**config.mk**
```make
export PLATFORM = sky130hd
export DESIGN_NAME = fdt_first_subnode_scanner_top
export DESIGN_NICKNAME = d
export VERILOG_FILES = /design/src/design/fdtss_pkg.sv /design/src/design/fdtss_in_stage.sv /design/src/design/fdtss_parser.sv /design/src/design/fdt_first_subnode_scanner_top.sv
export VERILOG_INCLUDE_DIRS = /design/src /design/src/design
export SDC_FILE = /design/constraint.sdc
export NUM_CORES = 1
export LEC_CHECK = 0
export BUFFER_PORTS_ARGS = -buffer_cell sky130_fd_sc_hd__buf_2
export CORE_ASPECT_RATIO = 1.75
export CORE_UTILIZATION = 53
export DETAILED_ROUTE_END_ITERATION = 8
export PLACE_DENSITY = 0.77
export SKIP_LAST_GASP = 1
export SLEW_MARGIN = 20
export SYNTH_ARGS = -nofsm -noshare
export SYNTH_HDL_FRONTEND = slang
export SYNTH_SLANG_ARGS = --single-unit
export TNS_END_PERCENT = 20
```
**constraint.sdc**
```tcl
create_clock -name clk_i -period 5.6 [get_ports clk_i]
set_input_delay 0.56 -clock clk_i [delete_from_list [all_inputs] [get_ports clk_i]]
set_output_delay 0.56 -clock clk_i [all_outputs]
set_load 0.005 [all_outputs]
```
**src/design/fdt_first_subnode_scanner_top_macros.svh**
```systemverilog
// ----------------------------------------------------------------------------
// Assertion macros for the device tree subnode scanner
// Clocked checks on clk_i that are held off while rst_ni is low.
// ----------------------------------------------------------------------------
`ifndef FDT_FIRST_SUBNODE_SCANNER_TOP_MACROS_SVH
`define FDT_FIRST_SUBNODE_SCANNER_TOP_MACROS_SVH

// Property must hold at every clock edge out of reset
`define FDTSS_ASSERT(label, prop, msg) \
  label: assert property (@(posedge clk_i) disable iff (!rst_ni) (prop)) else $error(msg);

// Antecedent implies consequent in the same cycle
`define FDTSS_ASSERT_IMPL(label, ante, cons, msg) \
  label: assert property (@(posedge clk_i) disable iff (!rst_ni) (ante) |-> (cons)) \
    else $error(msg);

`endif

```
**src/design/fdtss_pkg.sv**
```systemverilog
// ----------------------------------------------------------------------------
// fdtss_pkg
// Shared tags, result codes and types for the device tree subnode scanner.
// ----------------------------------------------------------------------------
package fdtss_pkg;

  // Structure block tokens
  localparam logic [31:0] TAG_BEGIN_NODE = 32'h0000_0001;
  localparam logic [31:0] TAG_END_NODE   = 32'h0000_0002;
  localparam logic [31:0] TAG_PROP       = 32'h0000_0003;
  localparam logic [31:0] TAG_NOP        = 32'h0000_0004;
  localparam logic [31:0] TAG_END        = 32'h0000_0009;

  localparam int unsigned IndexOutBits = 16;

  // Result codes
  typedef enum logic [1:0] {
    ST_FOUND   = 2'd0,
    ST_END     = 2'd1,
    ST_INVALID = 2'd2,
    ST_LIMIT   = 2'd3
  } status_e;

  // Word held in the input stage
  typedef struct packed {
    logic [31:0] word;
    logic        first;
  } in_word_t;

  // Result of one parse step
  typedef struct packed {
    logic                    hit;
    status_e                 status;
    logic [IndexOutBits-1:0] index;
    logic [31:0]             bad_tag;
  } step_res_t;

  // True when any byte of the word is zero (end of a node name)
  function automatic logic has_zero_byte(input logic [31:0] w);
    has_zero_byte = (w[31:24] == 8'h00) || (w[23:16] == 8'h00) ||
                    (w[15:8] == 8'h00) || (w[7:0] == 8'h00);
  endfunction

endpackage

```
**src/design/fdtss_in_stage.sv**
```systemverilog
// ----------------------------------------------------------------------------
// fdtss_in_stage
// Input register: holds one word until the parser consumes it.
// ----------------------------------------------------------------------------
module fdtss_in_stage (
  input  logic               clk_i,
  input  logic               rst_ni,
  input  logic               in_valid_i,
  output logic               in_ready_o,
  input  logic [31:0]        word_i,
  input  logic               first_i,
  input  logic               advance_i,
  output logic               full_o,
  output fdtss_pkg::in_word_t data_o
);

  logic                valid_q;
  fdtss_pkg::in_word_t data_q;

  // Take a new word when empty or when the held word moves on this cycle
  assign in_ready_o = !valid_q || advance_i;

  always_ff @(posedge clk_i or negedge rst_ni) begin
    if (!rst_ni) begin
      valid_q <= 1'b0;
    end else if (in_valid_i && in_ready_o) begin
      valid_q <= 1'b1;
    end else if (advance_i) begin
      valid_q <= 1'b0;
    end
  end

  // Load payload on accept
  always_ff @(posedge clk_i) begin
    if (in_valid_i && in_ready_o) begin
      data_q.word  <= word_i;
      data_q.first <= first_i;
    end
  end

  assign full_o = valid_q;
  assign data_o = data_q;

endmodule

```
**src/design/fdtss_parser.sv**
```systemverilog
// ----------------------------------------------------------------------------
// fdtss_parser
// Token parser: phase, depth, word index and property skip count, updated
// once per consumed word, with the result of that word decided in the same
// cycle.
// ----------------------------------------------------------------------------
module fdtss_parser #(
  parameter int unsigned INDEX_BITS = 16
) (
  input  logic                 clk_i,
  input  logic                 rst_ni,
  input  logic                 step_i,
  input  fdtss_pkg::in_word_t  data_i,
  output fdtss_pkg::step_res_t res_o
);

  localparam logic [2:0] PH_HALT      = 3'd0;
  localparam logic [2:0] PH_TAG       = 3'd1;
  localparam logic [2:0] PH_NAME      = 3'd2;
  localparam logic [2:0] PH_PLEN      = 3'd3;
  localparam logic [2:0] PH_PNAMEOFF  = 3'd4;
  localparam logic [2:0] PH_PDATA     = 3'd5;
  localparam logic [2:0] PH_PNAMEOFF0 = 3'd6;

  logic [2:0]            phase_q, phase_d;
  logic [1:0]            depth_q, depth_d;
  logic [INDEX_BITS-1:0] count_q, count_d;
  logic [29:0]           skip_q, skip_d;

  logic [2:0]            ph;
  logic [1:0]            dep;
  logic [1:0]            dep_inc;
  logic [INDEX_BITS-1:0] cnt;
  logic [29:0]           skp;
  logic [31:0]           w;
  logic [32:0]           plen_pad;
  logic [30:0]           plen_skip;
  logic [31:0]           cnt_ext;
  logic                  emit;

  assign w         = data_i.word;
  assign plen_pad  = {1'b0, w} + 33'd3;
  assign plen_skip = plen_pad[32:2] - 31'd1;

  always_comb begin
    // A start word restarts the scan before it is parsed
    ph  = data_i.first ? PH_TAG : phase_q;
    dep = data_i.first ? 2'd0 : depth_q;
    cnt = data_i.first ? '0 : count_q;
    skp = data_i.first ? 30'd0 : skip_q;

    dep_inc = dep + 2'd1;
    cnt_ext = 32'(cnt);

    phase_d = ph;
    depth_d = dep;
    count_d = cnt;
    skip_d  = skp;
    emit    = 1'b0;

    res_o.hit     = 1'b0;
    res_o.status  = fdtss_pkg::ST_FOUND;
    res_o.index   = cnt_ext[fdtss_pkg::IndexOutBits-1:0];
    res_o.bad_tag = 32'd0;

    unique case (ph)
      PH_HALT: begin
        phase_d = PH_HALT;
      end
      PH_TAG: begin
        if (w == fdtss_pkg::TAG_BEGIN_NODE) begin
          depth_d = dep_inc;
          if (dep_inc == 2'd2) begin
            emit         = 1'b1;
            res_o.status = fdtss_pkg::ST_FOUND;
          end else begin
            phase_d = PH_NAME;
          end
        end else if (w == fdtss_pkg::TAG_END_NODE) begin
          if (dep != 2'd0) begin
            depth_d = dep - 2'd1;
          end
        end else if (w == fdtss_pkg::TAG_NOP) begin
          phase_d = PH_TAG;
        end else if (w == fdtss_pkg::TAG_PROP) begin
          phase_d = PH_PLEN;
        end else if (w == fdtss_pkg::TAG_END) begin
          emit         = 1'b1;
          res_o.status = fdtss_pkg::ST_END;
        end else begin
          emit          = 1'b1;
          res_o.status  = fdtss_pkg::ST_INVALID;
          res_o.bad_tag = w;
        end
      end
      PH_NAME: begin
        if (fdtss_pkg::has_zero_byte(w)) begin
          phase_d = PH_TAG;
        end
      end
      PH_PLEN: begin
        // Pad length up to whole words; zero length has no data words
        if (w == 32'd0) begin
          skip_d  = 30'd0;
          phase_d = PH_PNAMEOFF0;
        end else begin
          skip_d  = plen_skip[29:0];
          phase_d = PH_PNAMEOFF;
        end
      end
      PH_PNAMEOFF: begin
        phase_d = PH_PDATA;
      end
      PH_PNAMEOFF0: begin
        phase_d = PH_TAG;
      end
      PH_PDATA: begin
        if (skp == 30'd0) begin
          phase_d = PH_TAG;
        end else begin
          skip_d = skp - 30'd1;
        end
      end
      default: begin
        phase_d = PH_HALT;
      end
    endcase

    // Saturate the word index, or advance it
    if (ph != PH_HALT && ph != PH_TAG && ph != PH_NAME && ph != PH_PLEN &&
        ph != PH_PNAMEOFF && ph != PH_PDATA && ph != PH_PNAMEOFF0) begin
      emit = 1'b0;
    end else if (ph != PH_HALT && !emit) begin
      if (&cnt) begin
        emit         = 1'b1;
        res_o.status = fdtss_pkg::ST_LIMIT;
      end else begin
        count_d = cnt + 1'b1;
      end
    end

    if (emit) begin
      phase_d = PH_HALT;
    end
    res_o.hit = emit;
  end

  // Commit state on each consumed word
  always_ff @(posedge clk_i or negedge rst_ni) begin
    if (!rst_ni) begin
      phase_q <= PH_HALT;
      depth_q <= 2'd0;
      count_q <= '0;
      skip_q  <= 30'd0;
    end else if (step_i) begin
      phase_q <= phase_d;
      depth_q <= depth_d;
      count_q <= count_d;
      skip_q  <= skip_d;
    end
  end

endmodule

```
**src/design/fdt_first_subnode_scanner_top.sv**
```systemverilog
// ----------------------------------------------------------------------------
// fdt_first_subnode_scanner_top
// Streams device tree structure block words and reports the first subnode.
// ----------------------------------------------------------------------------
// Takes one structure block word per cycle, back to back, unless a result
// waits: a word is held in the input register, is parsed and lands in the
// result register, which drives the outputs.
// The rate is set by the single parse step between those two registers:
// one word per cycle, held off only while a result waits on out_ready_i.
// Set first_i on the tag word at index 0 to start a scan; after any result
// all words are dropped until the next start. node_index_o is the word index
// within the scan (low 16 bits), and status ST_LIMIT reports the last index
// 2^INDEX_BITS - 1 when that word ends the scan.
// ----------------------------------------------------------------------------
`include "fdt_first_subnode_scanner_top_macros.svh"

module fdt_first_subnode_scanner_top #(
  parameter int unsigned INDEX_BITS = 16
) (
  input  logic        clk_i,
  input  logic        rst_ni,
  input  logic        in_valid_i,
  output logic        in_ready_o,
  input  logic [31:0] word_i,
  input  logic        first_i,
  output logic        out_valid_o,
  input  logic        out_ready_i,
  output logic [1:0]  status_o,
  output logic [15:0] node_index_o,
  output logic [31:0] bad_tag_o
);

  fdtss_pkg::in_word_t  in_word;
  fdtss_pkg::step_res_t step_res;
  logic                 in_full;
  logic                 advance;

  logic                 out_valid_q;
  logic [1:0]           status_q;
  logic [15:0]          index_q;
  logic [31:0]          bad_tag_q;

  // Move the held word on when the result register can take its result
  assign advance = in_full && (!out_valid_q || out_ready_i);

  fdtss_in_stage u_in_stage (
    .clk_i      (clk_i),
    .rst_ni     (rst_ni),
    .in_valid_i (in_valid_i),
    .in_ready_o (in_ready_o),
    .word_i     (word_i),
    .first_i    (first_i),
    .advance_i  (advance),
    .full_o     (in_full),
    .data_o     (in_word)
  );

  fdtss_parser #(
    .INDEX_BITS (INDEX_BITS)
  ) u_parser (
    .clk_i  (clk_i),
    .rst_ni (rst_ni),
    .step_i (advance),
    .data_i (in_word),
    .res_o  (step_res)
  );

  // Result register valid
  always_ff @(posedge clk_i or negedge rst_ni) begin
    if (!rst_ni) begin
      out_valid_q <= 1'b0;
    end else if (advance) begin
      out_valid_q <= step_res.hit;
    end else if (out_ready_i) begin
      out_valid_q <= 1'b0;
    end
  end

  // Load result payload
  always_ff @(posedge clk_i) begin
    if (advance && step_res.hit) begin
      status_q  <= 2'(step_res.status);
      index_q   <= step_res.index;
      bad_tag_q <= step_res.bad_tag;
    end
  end

  assign out_valid_o  = out_valid_q;
  assign status_o     = status_q;
  assign node_index_o = index_q;
  assign bad_tag_o    = bad_tag_q;

  // Checks
  logic [INDEX_BITS-1:0] max_index;
  logic [31:0]           max_index_ext;
  assign max_index     = '1;
  assign max_index_ext = 32'(max_index);

  `FDTSS_ASSERT_IMPL(a_bad_tag_only_invalid, out_valid_o && bad_tag_o != 32'd0,
    status_o == 2'(fdtss_pkg::ST_INVALID), "bad_tag set on a non-invalid result")
  `FDTSS_ASSERT_IMPL(a_limit_index, out_valid_o && status_o == 2'(fdtss_pkg::ST_LIMIT),
    node_index_o == max_index_ext[15:0], "limit result with wrong index")
  `FDTSS_ASSERT(a_stall_cause, in_ready_o || (out_valid_o && !out_ready_i),
    "input stalled without a waiting result")

endmodule

```
==> results of run 1 <==
[synthesized netlist by cell type (22+ instances only)]
library cell / n
sky130_fd_sc_hd__nor4_1: 23
sky130_fd_sc_hd__and2_1: 42
sky130_fd_sc_hd__nand3_1: 42
sky130_fd_sc_hd__o21ai_0: 52
sky130_fd_sc_hd__xor2_1: 22
sky130_fd_sc_hd__nor3_1: 39
sky130_fd_sc_hd__xnor2_1: 28
sky130_fd_sc_hd__a21oi_1: 37
sky130_fd_sc_hd__clkbuf_1: 44
sky130_fd_sc_hd__edfxtp_1: 83
sky130_fd_sc_hd__nor2_1: 60
sky130_fd_sc_hd__nand2_1: 69
sky130_fd_sc_hd__dfrtp_1: 53
[worst register-to-register path, delay by kind of cell (launching register included)]
kind / cells / cell delay, ps
simple gates: 2 / 350
buf+inv: 3 / 1330
fa+ha+maj: 1 / 190
compound gates: 4 / 1130
flops: 1 / 550
[metrics by stage]
stage,hold WS [ps],total power [W]
3_3_place_gp,494,0.00149
2_1_floorplan,264,0.00137
5_1_grt,298,0.00280
3_5_place_dp,494,0.00149
6_report,285,0.00272
4_1_cts,303,0.00273
[registers in the layout, indices dropped and copies added, names as in the netlist]
signal	flops
node_index_o	16
u_in_stage.data_o	33
u_parser.count_q	16
bad_tag_o	32
status_o	2
u_parser.phase_q	3
u_parser.skip_q	30
out_valid_o	1
u_in_stage.full_o	1
u_parser.depth_q	2
[logic make-up after synthesis]
kind of cell             share of synthesized area
adder cells (fa/ha/maj)                    0.00965
flip-flops                                   0.491
AND/OR/NAND/NOR                              0.246
XOR/XNOR                                    0.0563
multiplexers                                0.0158
buffers and inverters                       0.0328
AO/OA/AOI/OAI                                0.149
[metal layers]
layer	wire length (um)	global-route usage
met4	1040	0.180
met5	0	0
met2	10700	0.495
met3	893	0.0454
met1	7510	0.305
[power by group]
group,switching [W],internal (W)
clock,0.000448,0.000793
combinational,0.000172,0.0000979
sequential,0.0000567,0.00115
[how the worst min path moves through the flow]
stage / startpoint / endpoint
after global placement: u_parser.depth_q[0]$_DFFE_PN0P_ / u_parser.depth_q[0]$_DFFE_PN0P_
after detailed placement: u_parser.depth_q[0]$_DFFE_PN0P_ / u_parser.depth_q[0]$_DFFE_PN0P_
after global routing: word_i[8] / u_in_stage.data_o[9]$_DFFE_PP_
final: rst_ni / u_in_stage.full_o$_DFFE_PN0P_
after CTS: word_i[28] / u_in_stage.data_o[29]$_DFFE_PP_
after floorplan: rst_ni / out_valid_o$_DFFE_PN0P_
[final cells by class]
class / count / area [um^2]
clock buffers: 17 / 425
multi-input cells: 612 / 3720
fillers: 1229 / 5400
flip-flops and latches: 136 / 3820
inverters: 9 / 33.8
repair buffers: 99 / 520
clock inverters: 14 / 224
well taps: 180 / 225
==> impl_metrics.xml, run 1 <==
<?xml version="1.0" encoding="UTF-8"?>
<metrics>
  <group name="run_status">
    <metric name="outcome" unit="">complete, no violations</metric>
  </group>
  <group name="clock_tree">
    <metric name="cts.sinks" unit="">136</metric>
    <metric name="cts.path.max_buffers" unit="">2</metric>
    <metric name="clock-root-buffer" unit="">sky130_fd_sc_hd__clkbuf_16</metric>
    <metric name="cts_post_setup_buffers_inserted" unit="">0</metric>
    <metric name="cts.hold.buffers_added" unit="">0</metric>
    <metric name="cts_resized" unit="">0</metric>
    <metric name="clkSlewWorstSetupHoldPaths" unit="ps">60</metric>
    <metric name="cts_inserted_buffers" unit="">17</metric>
    <metric name="insertion_delay" unit="ps">420</metric>
    <metric name="tritoncts" unit="">done</metric>
    <metric name="cts_max_level" unit="">4</metric>
  </group>
  <group name="drt">
    <metric name="drt_pre_antenna_iters" unit="">5</metric>
    <metric name="drt_first_iter_violations" unit="">626</metric>
    <metric name="drtAntennaViolNets" unit="">0</metric>
    <metric name="wl" unit="mm">20.1</metric>
    <metric name="routedWlPerCell" unit="um">18.9</metric>
    <metric name="vias_post_dr" unit="">6698</metric>
    <metric name="drt_drc_violations_left" unit="">0</metric>
    <metric name="via_per_inst" unit="">6.28</metric>
  </group>
  <group name="timing">
    <metric name="timing.slew.headroom" unit="">0.342</metric>
    <metric name="finalClockSkew" unit="ps">9.51</metric>
    <metric name="max_slew.worst_pin.slew" unit="ps">977</metric>
    <metric name="max_freq" unit="MHz">255</metric>
    <metric name="setup_viol" unit="">0</metric>
    <metric name="final-hold-violation-count" unit="">0</metric>
    <metric name="totalNegativeSetupSlack" unit="ps">0</metric>
    <metric name="finalMaxSlewViolations" unit="">0</metric>
    <metric name="fin_crit_sh" unit="">0.700</metric>
    <metric name="post-route-worst-setup-slack" unit="ps">1680</metric>
    <metric name="final.min_clock_period" unit="ps">3920</metric>
    <metric name="grt_setup_unrepaired" unit="">no</metric>
  </group>
  <group name="setup_path">
    <metric name="crit_start" unit="">u_in_stage.data_o[0]$_DFFE_PP_</metric>
    <metric name="crit_family" unit="">buffers and inverters</metric>
    <metric name="cp_max_stage_cell" unit="">sky130_fd_sc_hd__a21oi_4</metric>
    <metric name="cp-endpoint" unit="">node_index_o[9]$_DFFE_PP_</metric>
    <metric name="setup.worst_path.start_class" unit="">flop</metric>
    <metric name="path_class" unit="">reg2reg</metric>
    <metric name="end_kind" unit="">flop</metric>
    <metric name="register_to_register_path_setup_slack" unit="ps">1680</metric>
    <metric name="critPathMaxStageDelay" unit="ps">680</metric>
    <metric name="timing.reg2reg.worst_path_depth" unit="">10</metric>
    <metric name="critical_path.cell_chain" unit="">inv_1 &gt; nand2_1 &gt; inv_1 &gt; ha_1 &gt; nand2b_1 &gt; a21oi_1 &gt; a21oi_1 &gt; o21ai_1 &gt; a21oi_4 &gt; buf_4</metric>
    <metric name="critPathArrivalTime" unit="ps">3990</metric>
    <metric name="largest_fanout_of_any_net_on_the_critical_path" unit="">31</metric>
    <metric name="cp_num_cells" unit="">10</metric>
    <metric name="crit_buf_inv" unit="">3</metric>
    <metric name="timing.rr.start" unit="">u_in_stage.data_o[0]$_DFFE_PP_</metric>
    <metric name="crit-reg2reg-capture" unit="">node_index_o[9]$_DFFE_PP_</metric>
    <metric name="critPathRequiredTime" unit="ps">5670</metric>
  </group>
  <group name="flow_run">
    <metric name="max_cap_violations" unit="">0</metric>
  </group>
  <group name="logic_synthesis">
    <metric name="syn_nets" unit="">855</metric>
    <metric name="synth_top_flop_cell" unit="">sky130_fd_sc_hd__edfxtp_1</metric>
    <metric name="yosys-top-cells-area" unit="">sky130_fd_sc_hd__edfxtp_1, sky130_fd_sc_hd__dfrtp_1, sky130_fd_sc_hd__and2_1, sky130_fd_sc_hd__o21ai_0, sky130_fd_sc_hd__nand2_1</metric>
    <metric name="synth_cell_type_count" unit="">62</metric>
    <metric name="synth_top_area_share" unit="">0.320</metric>
    <metric name="syn-instance-count" unit="">812</metric>
    <metric name="post_synth_instance_area" unit="mm^2">0.00778</metric>
    <metric name="synth_enable_flop_cells" unit="">83</metric>
    <metric name="synth-seq-area-share" unit="">0.491</metric>
    <metric name="avgSynthCellArea" unit="um^2">9.58</metric>
    <metric name="synthArstFlopShare" unit="">0.390</metric>
    <metric name="yosys_register_bits" unit="">136</metric>
    <metric name="warnings_from_yosys" unit="">0</metric>
    <metric name="largest_area_contributor_in_the_synthesized_netlist" unit="">sky130_fd_sc_hd__edfxtp_1</metric>
  </group>
  <group name="power">
    <metric name="vdd_ir_drop_max" unit="mV">0.207</metric>
    <metric name="power_leakage" unit="nW">3.44</metric>
    <metric name="cellPowerDensity" unit="mW/mm^2">303</metric>
  </group>
  <group name="place">
    <metric name="gp_routability_congestion" unit="">0.925</metric>
    <metric name="port-buffer-count" unit="">88</metric>
    <metric name="place_area" unit="mm^2">0.00831</metric>
    <metric name="dp_hpwl" unit="mm">14.1</metric>
    <metric name="place.detailed.instances" unit="">1035</metric>
    <metric name="preCtsSetupSlack" unit="ps">1760</metric>
  </group>
  <group name="global_route">
    <metric name="grt_pass1_wl" unit="mm">32.4</metric>
    <metric name="globalRoute.totalOverflow" unit="">0</metric>
    <metric name="grt_max_degree" unit="">54</metric>
    <metric name="grt_antenna_before_repair" unit="">0</metric>
    <metric name="grtUsageTotal" unit="">0.280</metric>
    <metric name="first_global_vias" unit="">6557</metric>
  </group>
  <group name="hold_path">
    <metric name="path_type_of_the_worst_min_delay_path" unit="">in2async</metric>
  </group>
  <group name="floorplanning">
    <metric name="core_area" unit="mm^2">0.0144</metric>
    <metric name="fp.dieH" unit="um">162</metric>
    <metric name="die_area" unit="mm^2">0.0152</metric>
    <metric name="design.portCount" unit="">89</metric>
    <metric name="std_cell_rows" unit="">58</metric>
    <metric name="die_x" unit="um">93.6</metric>
    <metric name="start_util" unit="">0.542</metric>
  </group>
  <group name="final_layout">
    <metric name="count_of_antenna_diodes_in_the_layout" unit="">0</metric>
    <metric name="final_design_area_no_fill" unit="mm^2">0.00897</metric>
    <metric name="stdcell_count" unit="">1067</metric>
    <metric name="areaGrowthSynthToFinish" unit="%">15.3</metric>
    <metric name="drive_gt1_frac" unit="">0.166</metric>
    <metric name="layout.cells.most_common_list" unit="">sky130_fd_sc_hd__buf_2, sky130_fd_sc_hd__edfxtp_1, sky130_fd_sc_hd__nand2_1</metric>
    <metric name="mostFrequentLayoutCell" unit="">sky130_fd_sc_hd__buf_2</metric>
    <metric name="layout.core_utilization" unit="">0.624</metric>
    <metric name="finalNetCount" unit="">918</metric>
  </group>
</metrics>
Power figures use the tool's default switching activity.
==> run 2, diff against run 1 <==
ABC_AREA = 1   (was default)
CORE_UTILIZATION = 61   (was 53)
PLACE_DENSITY = 0.83   (was 0.77)
clock period = 3.82 ns   (was 5.6 ns; I/O delays follow)
==> run 2 against run 1 <==
Final cell count rose by 48%. Synthesized cell count rose by 60%. Fmax rose by 19%. Largest cell class is now multi-input combinational cells. Highest routed layer unchanged.
==> impl_metrics.xml, run 2 <==
<?xml version="1.0" encoding="UTF-8"?>
<metrics>
  <group name="setup_path">
    <metric name="setup.worst_path.start_class" unit="">flop</metric>
    <metric name="timing.rr.start" unit="">u_in_stage.data_o[0]$_DFFE_PP_</metric>
    <metric name="critPathArrivalTime" unit="ps">3420</metric>
    <metric name="largest_fanout_of_any_net_on_the_critical_path" unit="">41</metric>
    <metric name="path_class" unit="">reg2reg</metric>
    <metric name="crit_start" unit="">u_in_stage.data_o[0]$_DFFE_PP_</metric>
    <metric name="critPathRequiredTime" unit="ps">3940</metric>
    <metric name="end_kind" unit="">flop</metric>
  </group>
  <group name="drt">
    <metric name="drt_drc_violations_left" unit="">0</metric>
    <metric name="routedWlPerCell" unit="um">17.2</metric>
    <metric name="drt_pre_antenna_iters" unit="">7</metric>
    <metric name="wl" unit="mm">27.2</metric>
    <metric name="drt_first_iter_violations" unit="">722</metric>
    <metric name="via_per_inst" unit="">5.66</metric>
    <metric name="vias_post_dr" unit="">8954</metric>
    <metric name="drtAntennaViolNets" unit="">0</metric>
  </group>
  <group name="global_route">
    <metric name="grt_antenna_before_repair" unit="">0</metric>
    <metric name="grt_max_degree" unit="">51</metric>
    <metric name="globalRoute.totalOverflow" unit="">0</metric>
    <metric name="grt_pass1_wl" unit="mm">43.2</metric>
    <metric name="first_global_vias" unit="">8770</metric>
    <metric name="grtUsageTotal" unit="">0.362</metric>
  </group>
  <group name="final_layout">
    <metric name="areaGrowthSynthToFinish" unit="%">12.8</metric>
    <metric name="layout.cells.most_common_list" unit="">sky130_fd_sc_hd__nand2_1, sky130_fd_sc_hd__nor2_1, sky130_fd_sc_hd__inv_1</metric>
    <metric name="multiInputGateArea" unit="mm^2">0.00472</metric>
    <metric name="seq_cell_area" unit="mm^2">0.00382</metric>
    <metric name="largest_register_ff_count" unit="">33</metric>
    <metric name="drive_gt1_frac" unit="">0.151</metric>
    <metric name="final_design_area_no_fill" unit="mm^2">0.0105</metric>
    <metric name="finalNetCount" unit="">1430</metric>
    <metric name="count_of_antenna_diodes_in_the_layout" unit="">0</metric>
    <metric name="mostFrequentLayoutCell" unit="">sky130_fd_sc_hd__nand2_1</metric>
    <metric name="layout.core_utilization" unit="">0.706</metric>
    <metric name="fillerInstances" unit="">1291</metric>
  </group>
  <group name="timing">
    <metric name="timing.slew.headroom" unit="">0.367</metric>
    <metric name="setup_viol" unit="">0</metric>
    <metric name="grt_setup_unrepaired" unit="">no</metric>
    <metric name="finalClockSkew" unit="ps">15.8</metric>
    <metric name="final.min_clock_period" unit="ps">3300</metric>
    <metric name="totalNegativeSetupSlack" unit="ps">0</metric>
    <metric name="finalMaxSlewViolations" unit="">0</metric>
    <metric name="fin_crit_sh" unit="">0.863</metric>
    <metric name="final-hold-violation-count" unit="">0</metric>
    <metric name="post-route-worst-setup-slack" unit="ps">525</metric>
    <metric name="max_slew.worst_pin.slew" unit="ps">940</metric>
    <metric name="max_freq" unit="MHz">303</metric>
  </group>
  <group name="place">
    <metric name="port-buffer-count" unit="">88</metric>
    <metric name="preCtsSetupSlack" unit="ps">643</metric>
    <metric name="place_area" unit="mm^2">0.00995</metric>
    <metric name="gp_routability_congestion" unit="">0.990</metric>
    <metric name="dp_hpwl" unit="mm">20.4</metric>
  </group>
  <group name="clock_tree">
    <metric name="cts_max_level" unit="">4</metric>
    <metric name="insertion_delay" unit="ps">450</metric>
    <metric name="cts_resized" unit="">0</metric>
    <metric name="clkSlewWorstSetupHoldPaths" unit="ps">70</metric>
    <metric name="tritoncts" unit="">done</metric>
    <metric name="cts.sinks" unit="">136</metric>
    <metric name="cts_inserted_buffers" unit="">17</metric>
    <metric name="cts.path.max_buffers" unit="">2</metric>
    <metric name="clock-root-buffer" unit="">sky130_fd_sc_hd__clkbuf_16</metric>
  </group>
  <group name="logic_synthesis">
    <metric name="synth_top_flop_cell" unit="">sky130_fd_sc_hd__edfxtp_1</metric>
    <metric name="synth_top_area_share" unit="">0.267</metric>
    <metric name="syn_nets" unit="">1340</metric>
    <metric name="yosys.cell_count.top_type" unit="">sky130_fd_sc_hd__nand2_1</metric>
    <metric name="synth_cell_type_count" unit="">44</metric>
    <metric name="avgSynthCellArea" unit="um^2">7.20</metric>
    <metric name="synth_enable_flop_cells" unit="">83</metric>
    <metric name="largest_area_contributor_in_the_synthesized_netlist" unit="">sky130_fd_sc_hd__edfxtp_1</metric>
    <metric name="yosys_register_bits" unit="">136</metric>
    <metric name="post_synth_most_frequent_cells" unit="">sky130_fd_sc_hd__nand2_1, sky130_fd_sc_hd__nor2_1, sky130_fd_sc_hd__inv_1</metric>
    <metric name="post_synth_instance_area" unit="mm^2">0.00933</metric>
    <metric name="synthArstFlopShare" unit="">0.390</metric>
    <metric name="warnings_from_yosys" unit="">0</metric>
    <metric name="syn-instance-count" unit="">1297</metric>
    <metric name="yosys-top-cells-area" unit="">sky130_fd_sc_hd__edfxtp_1, sky130_fd_sc_hd__nand2_1, sky130_fd_sc_hd__dfrtp_1, sky130_fd_sc_hd__nor2_1, sky130_fd_sc_hd__inv_1</metric>
    <metric name="synth-seq-area-share" unit="">0.409</metric>
  </group>
  <group name="power">
    <metric name="cellPowerDensity" unit="mW/mm^2">439</metric>
    <metric name="vdd_ir_drop_max" unit="mV">0.280</metric>
    <metric name="total_power" unit="W">0.00462</metric>
    <metric name="power_leakage" unit="nW">4.95</metric>
  </group>
  <group name="floorplanning">
    <metric name="start_util" unit="">0.626</metric>
    <metric name="die_x" unit="um">95.5</metric>
    <metric name="core_area" unit="mm^2">0.0149</metric>
    <metric name="die_area" unit="mm^2">0.0158</metric>
    <metric name="std_cell_rows" unit="">59</metric>
    <metric name="fp.dieH" unit="um">166</metric>
    <metric name="design.portCount" unit="">89</metric>
  </group>
  <group name="hold_path">
    <metric name="worst_hold_startpoint" unit="">word_i[6]</metric>
    <metric name="path_type_of_the_worst_min_delay_path" unit="">in2reg</metric>
  </group>
  <group name="run_status">
    <metric name="outcome" unit="">complete, no violations</metric>
  </group>
  <group name="flow_run">
    <metric name="max_cap_violations" unit="">0</metric>
  </group>
</metrics>
[run 2: changes by cell type after synthesis, moves of 13 or more]
| cell | before | now |
|---|---|---|
| sky130_fd_sc_hd__nand2_1 | 69 | 377 |
| sky130_fd_sc_hd__and2_1 | 42 | 1 |
| sky130_fd_sc_hd__nor2b_1 | 18 | 0 |
| sky130_fd_sc_hd__nor4_1 | 23 | 4 |
| sky130_fd_sc_hd__nand3_1 | 42 | 121 |
| sky130_fd_sc_hd__xnor2_1 | 28 | 13 |
| sky130_fd_sc_hd__clkbuf_1 | 44 | 10 |
| sky130_fd_sc_hd__nor2_1 | 60 | 207 |
| sky130_fd_sc_hd__a21oi_1 | 37 | 12 |
| sky130_fd_sc_hd__nor3_1 | 39 | 11 |
| sky130_fd_sc_hd__inv_1 | 9 | 162 |
| sky130_fd_sc_hd__nand2_2 | 1 | 20 |
| sky130_fd_sc_hd__nor2_4 | 0 | 13 |
| sky130_fd_sc_hd__nor2_2 | 0 | 19 |
[run 2: final timing paths]
check / endpoint / slack [ps] / cells after the start
worst max-delay path: node_index_o[13]$_DFFE_PP_ / 520 / 10
worst min-delay path: u_in_stage.data_o[7]$_DFFE_PP_ / 110 / 1
worst max register to register: node_index_o[13]$_DFFE_PP_ / 520 / 10
worst min register to register: u_parser.skip_q[25]$_DFFE_PN0P_ / 480 / 2
max in group asynchronous: u_parser.count_q[13]$_DFFE_PN0P_ / 2520 / 3
min in group asynchronous: u_parser.skip_q[22]$_DFFE_PN0P_ / 460 / 2
[run 2: final cells by class]
type                            instances  area share
Sequential cell                       136       0.363
Multi-Input combinational cell        962       0.449
Timing Repair Buffer                   98      0.0516
Clock inverter                         14      0.0131
Clock buffer                           18      0.0408
Tap cell                              183      0.0217
Inverter                              172      0.0613
[run 2: metrics by stage]
stage | cells | hold WS (ps)
global route | 1583 | 107
CTS | 1583 | 116
detailed placement | 1550 | 394
finish | 1583 | 112
global placement | 1550 | 395
floorplan | 1297 | 86.4
[run 2: cell families (layout without fill, tap and decap cells)]
| group | Yosys count | count (layout) | share of synthesized area |
|---|---|---|---|
| AND/OR/NAND/NOR | 833 | 833 | 0.411 |
| buffers and inverters | 199 | 302 | 0.0847 |
| XOR/XNOR | 36 | 36 | 0.0338 |
| flip-flops | 136 | 136 | 0.409 |
| AO/OA/AOI/OAI | 87 | 87 | 0.0534 |
| adder cells (fa/ha/maj) | 6 | 6 | 0.00804 |
[run 2: power breakdown]
part | total, W | switching, W | internal [W]
sequential | 0.00184 | 0.0000818 | 0.00176
clock | 0.00166 | 0.000744 | 0.000913
combinational | 0.00112 | 0.000775 | 0.000341
[run 2: what timing repair did]
action / in CTS / in global routing
setup buffers: 0 / 0
endpoints found under the setup margin: 0 / 0
hold buffers: 1 / 0
endpoints found under the hold margin: 22 / 0
[run 2: worst max-delay path: stages, from the launching register on]
cell and delay (ps):
sky130_fd_sc_hd__edfxtp_1 850, sky130_fd_sc_hd__buf_12 270, sky130_fd_sc_hd__nor2_1 100, sky130_fd_sc_hd__nor2_1 180
sky130_fd_sc_hd__inv_1 100, sky130_fd_sc_hd__nor2_1 360, sky130_fd_sc_hd__nand4_2 260, sky130_fd_sc_hd__o21ai_2 160
sky130_fd_sc_hd__nand2_1 120, sky130_fd_sc_hd__inv_2 230, sky130_fd_sc_hd__buf_12 290
[run 2: routing by layer]
layer  part of all wire  vias up  routed length, um  GRT usage
met3              0.064      122               1740     0.0592
met2               0.52      417              14100      0.631
li1                   -     4340                  -          -
met1               0.35     4075               9530      0.390
met5                  0        -                  0          0
met4              0.068        0               1850      0.235
==> run 3, diff against run 2 <==
clock period = 3.1 ns   (was 3.82 ns; I/O delays follow)
==> run 3 against run 2 <==
Flip-flop and latch count did not move. Worst hold slack got worse by 58 ps. Count of clock-buffer cells in the layout is the same. Final cell count increased by 1.1%. Core utilization rose by 0.92 points. Sequential share of layout area fell by 0.47 points. Fmax grew 20%. Non-clock buffer count is 18 higher. Global-route usage up 0.71 points. Combinational power grew 30%. Register-to-register slack got worse by 170 ps. Setup slack worse by 170 ps.
==> impl_metrics.xml, run 3 (synthesis gave the netlist of run 2 again) <==
<?xml version="1.0" encoding="UTF-8"?>
<metrics>
  <group name="timing">
    <metric name="max_slew.worst_pin.slew" unit="ps">751</metric>
    <metric name="max_freq" unit="MHz">365</metric>
    <metric name="finalClockSkew" unit="ps">12.9</metric>
    <metric name="final-hold-violation-count" unit="">0</metric>
    <metric name="finalMaxSlewViolations" unit="">0</metric>
    <metric name="grt_setup_unrepaired" unit="">no</metric>
    <metric name="timing.slew.headroom" unit="">0.499</metric>
    <metric name="worst_hold_slack" unit="ps">54.0</metric>
    <metric name="final.min_clock_period" unit="ps">2740</metric>
    <metric name="fin_crit_sh" unit="">0.884</metric>
    <metric name="setup_viol" unit="">0</metric>
    <metric name="totalNegativeSetupSlack" unit="ps">0</metric>
  </group>
  <group name="floorplanning">
    <metric name="fp.dieH" unit="um">166</metric>
    <metric name="design.portCount" unit="">89</metric>
    <metric name="die_x" unit="um">95.5</metric>
    <metric name="start_util" unit="">0.626</metric>
    <metric name="core_area" unit="mm^2">0.0149</metric>
    <metric name="die_area" unit="mm^2">0.0158</metric>
    <metric name="std_cell_rows" unit="">59</metric>
  </group>
  <group name="final_layout">
    <metric name="count_of_antenna_diodes_in_the_layout" unit="">0</metric>
    <metric name="layout.cells.most_common_list" unit="">sky130_fd_sc_hd__nand2_1, sky130_fd_sc_hd__nor2_1, sky130_fd_sc_hd__inv_1</metric>
    <metric name="drive_gt1_frac" unit="">0.163</metric>
    <metric name="largest_register_ff_count" unit="">33</metric>
    <metric name="areaGrowthSynthToFinish" unit="%">14.3</metric>
    <metric name="finalNetCount" unit="">1448</metric>
    <metric name="layout.core_utilization" unit="">0.715</metric>
    <metric name="fillerInstances" unit="">1240</metric>
    <metric name="mostFrequentLayoutCell" unit="">sky130_fd_sc_hd__nand2_1</metric>
  </group>
  <group name="clock_tree">
    <metric name="tritoncts" unit="">done</metric>
    <metric name="cts.path.max_buffers" unit="">2</metric>
    <metric name="cts_resized" unit="">0</metric>
    <metric name="cts_inserted_buffers" unit="">17</metric>
    <metric name="cts.sinks" unit="">136</metric>
    <metric name="insertion_delay" unit="ps">430</metric>
    <metric name="cts_max_level" unit="">4</metric>
    <metric name="clkSlewWorstSetupHoldPaths" unit="ps">60</metric>
    <metric name="clock-root-buffer" unit="">sky130_fd_sc_hd__clkbuf_16</metric>
  </group>
  <group name="power">
    <metric name="netSwitchingPower" unit="W">0.00195</metric>
    <metric name="switching_share" unit="">0.340</metric>
    <metric name="total_power" unit="W">0.00571</metric>
    <metric name="power.share.sequential" unit="">0.398</metric>
    <metric name="cellPowerDensity" unit="mW/mm^2">536</metric>
    <metric name="power_leakage" unit="nW">5.03</metric>
    <metric name="pwr-share-comb" unit="">0.256</metric>
    <metric name="vdd_ir_drop_max" unit="mV">0.345</metric>
    <metric name="p_int" unit="W">0.00377</metric>
    <metric name="clkPwrFrac" unit="">0.347</metric>
  </group>
  <group name="setup_path">
    <metric name="end_kind" unit="">flop</metric>
    <metric name="critPathArrivalTime" unit="ps">2840</metric>
    <metric name="register_to_register_path_setup_slack" unit="ps">360</metric>
    <metric name="critPathRequiredTime" unit="ps">3200</metric>
    <metric name="timing.reg2reg.worst_path_depth" unit="">11</metric>
    <metric name="critPathMaxStageDelay" unit="ps">500</metric>
    <metric name="timing.rr.start" unit="">u_in_stage.data_o[0]$_DFFE_PP_</metric>
    <metric name="crit-reg2reg-capture" unit="">bad_tag_o[25]$_SDFFCE_PP0P_</metric>
    <metric name="largest_fanout_of_any_net_on_the_critical_path" unit="">43</metric>
    <metric name="path_class" unit="">reg2reg</metric>
    <metric name="critical_path.cell_chain" unit="">nor2_1 &gt; ha_1 &gt; nand3_1 &gt; nor2_2 &gt; nand4_1 &gt; nor2_1 &gt; nand2_1 &gt; o21ai_2 &gt; nand2_1 &gt; clkinvlp_4 &gt; buf_12</metric>
    <metric name="cp_max_stage_cell" unit="">sky130_fd_sc_hd__edfxtp_1</metric>
    <metric name="setup.worst_path.start_class" unit="">flop</metric>
  </group>
  <group name="flow_run">
    <metric name="max_cap_violations" unit="">0</metric>
  </group>
  <group name="drt">
    <metric name="vias_post_dr" unit="">9069</metric>
    <metric name="drt_drc_violations_left" unit="">0</metric>
    <metric name="drt_pre_antenna_iters" unit="">5</metric>
    <metric name="drtAntennaViolNets" unit="">0</metric>
    <metric name="routedWlPerCell" unit="um">17.3</metric>
    <metric name="wl" unit="mm">27.6</metric>
    <metric name="drt_first_iter_violations" unit="">591</metric>
    <metric name="via_per_inst" unit="">5.66</metric>
  </group>
  <group name="global_route">
    <metric name="grtUsageTotal" unit="">0.369</metric>
    <metric name="globalRoute.totalOverflow" unit="">0</metric>
    <metric name="grt_pass1_wl" unit="mm">44.2</metric>
    <metric name="grt_antenna_before_repair" unit="">0</metric>
    <metric name="grt_max_degree" unit="">44</metric>
    <metric name="first_global_vias" unit="">9019</metric>
  </group>
  <group name="hold_path">
    <metric name="path_type_of_the_worst_min_delay_path" unit="">in2reg</metric>
    <metric name="worst_hold_startpoint" unit="">word_i[5]</metric>
    <metric name="min_to" unit="">u_in_stage.data_o[6]$_DFFE_PP_</metric>
    <metric name="worstHoldPathCells" unit="">1</metric>
  </group>
  <group name="run_status">
    <metric name="outcome" unit="">complete, no violations</metric>
  </group>
  <group name="place">
    <metric name="port-buffer-count" unit="">88</metric>
    <metric name="gp_routability_congestion" unit="">1.04</metric>
    <metric name="dp_hpwl" unit="mm">21.2</metric>
  </group>
</metrics>
[run 3: changes by cell type in the layout (fill, tap and decap cells not counted), sizes merged]
cell      before  now
clkinvlp       2    4
inv          177  176
buf           97  115
clkinv         6    5
[run 3: area by class of cell]
class | instances | area (um^2) | share of cell area
clock buffers | 18 | 429 | 0.0402
multi-input cells | 962 | 4720 | 0.443
inverters | 172 | 649 | 0.0609
repair buffers | 116 | 678 | 0.0636
clock inverters | 14 | 136 | 0.0128
flip-flops and latches | 136 | 3820 | 0.358
well taps | 183 | 229 | 0.0215
[run 3: stage by stage]
step,area (um^2),instances,setup WS [ps]
6_report,10700,1601,358
3_5_place_dp,10100,1566,314
4_1_cts,10700,1599,297
3_3_place_gp,10100,1566,365
2_1_floorplan,9340,1297,56.2
5_1_grt,10700,1601,41.2
[run 3: how the worst max path moves through the flow]
stage | cells past startpoint | start | slack [ps] | to
after floorplan | 13 | u_in_stage.data_o[0]$_DFFE_PP_ | 60 | bad_tag_o[0]$_SDFFCE_PP0P_
after global placement | 11 | u_in_stage.data_o[0]$_DFFE_PP_ | 360 | bad_tag_o[30]$_SDFFCE_PP0P_
after detailed placement | 11 | u_in_stage.data_o[0]$_DFFE_PP_ | 310 | bad_tag_o[30]$_SDFFCE_PP0P_
after CTS | 11 | u_in_stage.data_o[0]$_DFFE_PP_ | 300 | bad_tag_o[22]$_SDFFCE_PP0P_
after global routing | 11 | u_in_stage.data_o[0]$_DFFE_PP_ | 40 | bad_tag_o[22]$_SDFFCE_PP0P_
final | 11 | u_in_stage.data_o[0]$_DFFE_PP_ | 360 | bad_tag_o[25]$_SDFFCE_PP0P_
[run 3: critical path: cells and delay by family (launching register included)]
family	cells	cell delay (ps)
adder cells (fa/ha/maj)	1	200
buffers and inverters	2	350
AND/OR/NAND/NOR	7	1110
flip-flops	1	500
AO/OA/AOI/OAI	1	190
[run 3: power by group through the flow]
stage          Combinational (W)  Sequential [W]  Clock [W]
2_1_floorplan           0.000918         0.00230          0
3_3_place_gp             0.00140         0.00230          0
3_5_place_dp             0.00143         0.00230          0
4_1_cts                  0.00144         0.00227    0.00198
5_1_grt                  0.00160         0.00229    0.00207
6_report                 0.00146         0.00227    0.00198
[run 3: routing by layer]
metal	wire length [um]	vias up	part of all wire	track usage
li1	-	4383	-	-
met1	9650	4147	0.35	0.393
met2	14600	408	0.53	0.652
met3	1560	131	0.057	0.0643
met4	1790	0	0.065	0.225
met5	0	-	0	0
[run 3: repair_timing]
item	CTS	global route
hold buffers	1	0
endpoints found under the hold margin	25	0
setup endpoints to repair	0	43
setup buffers	0	2
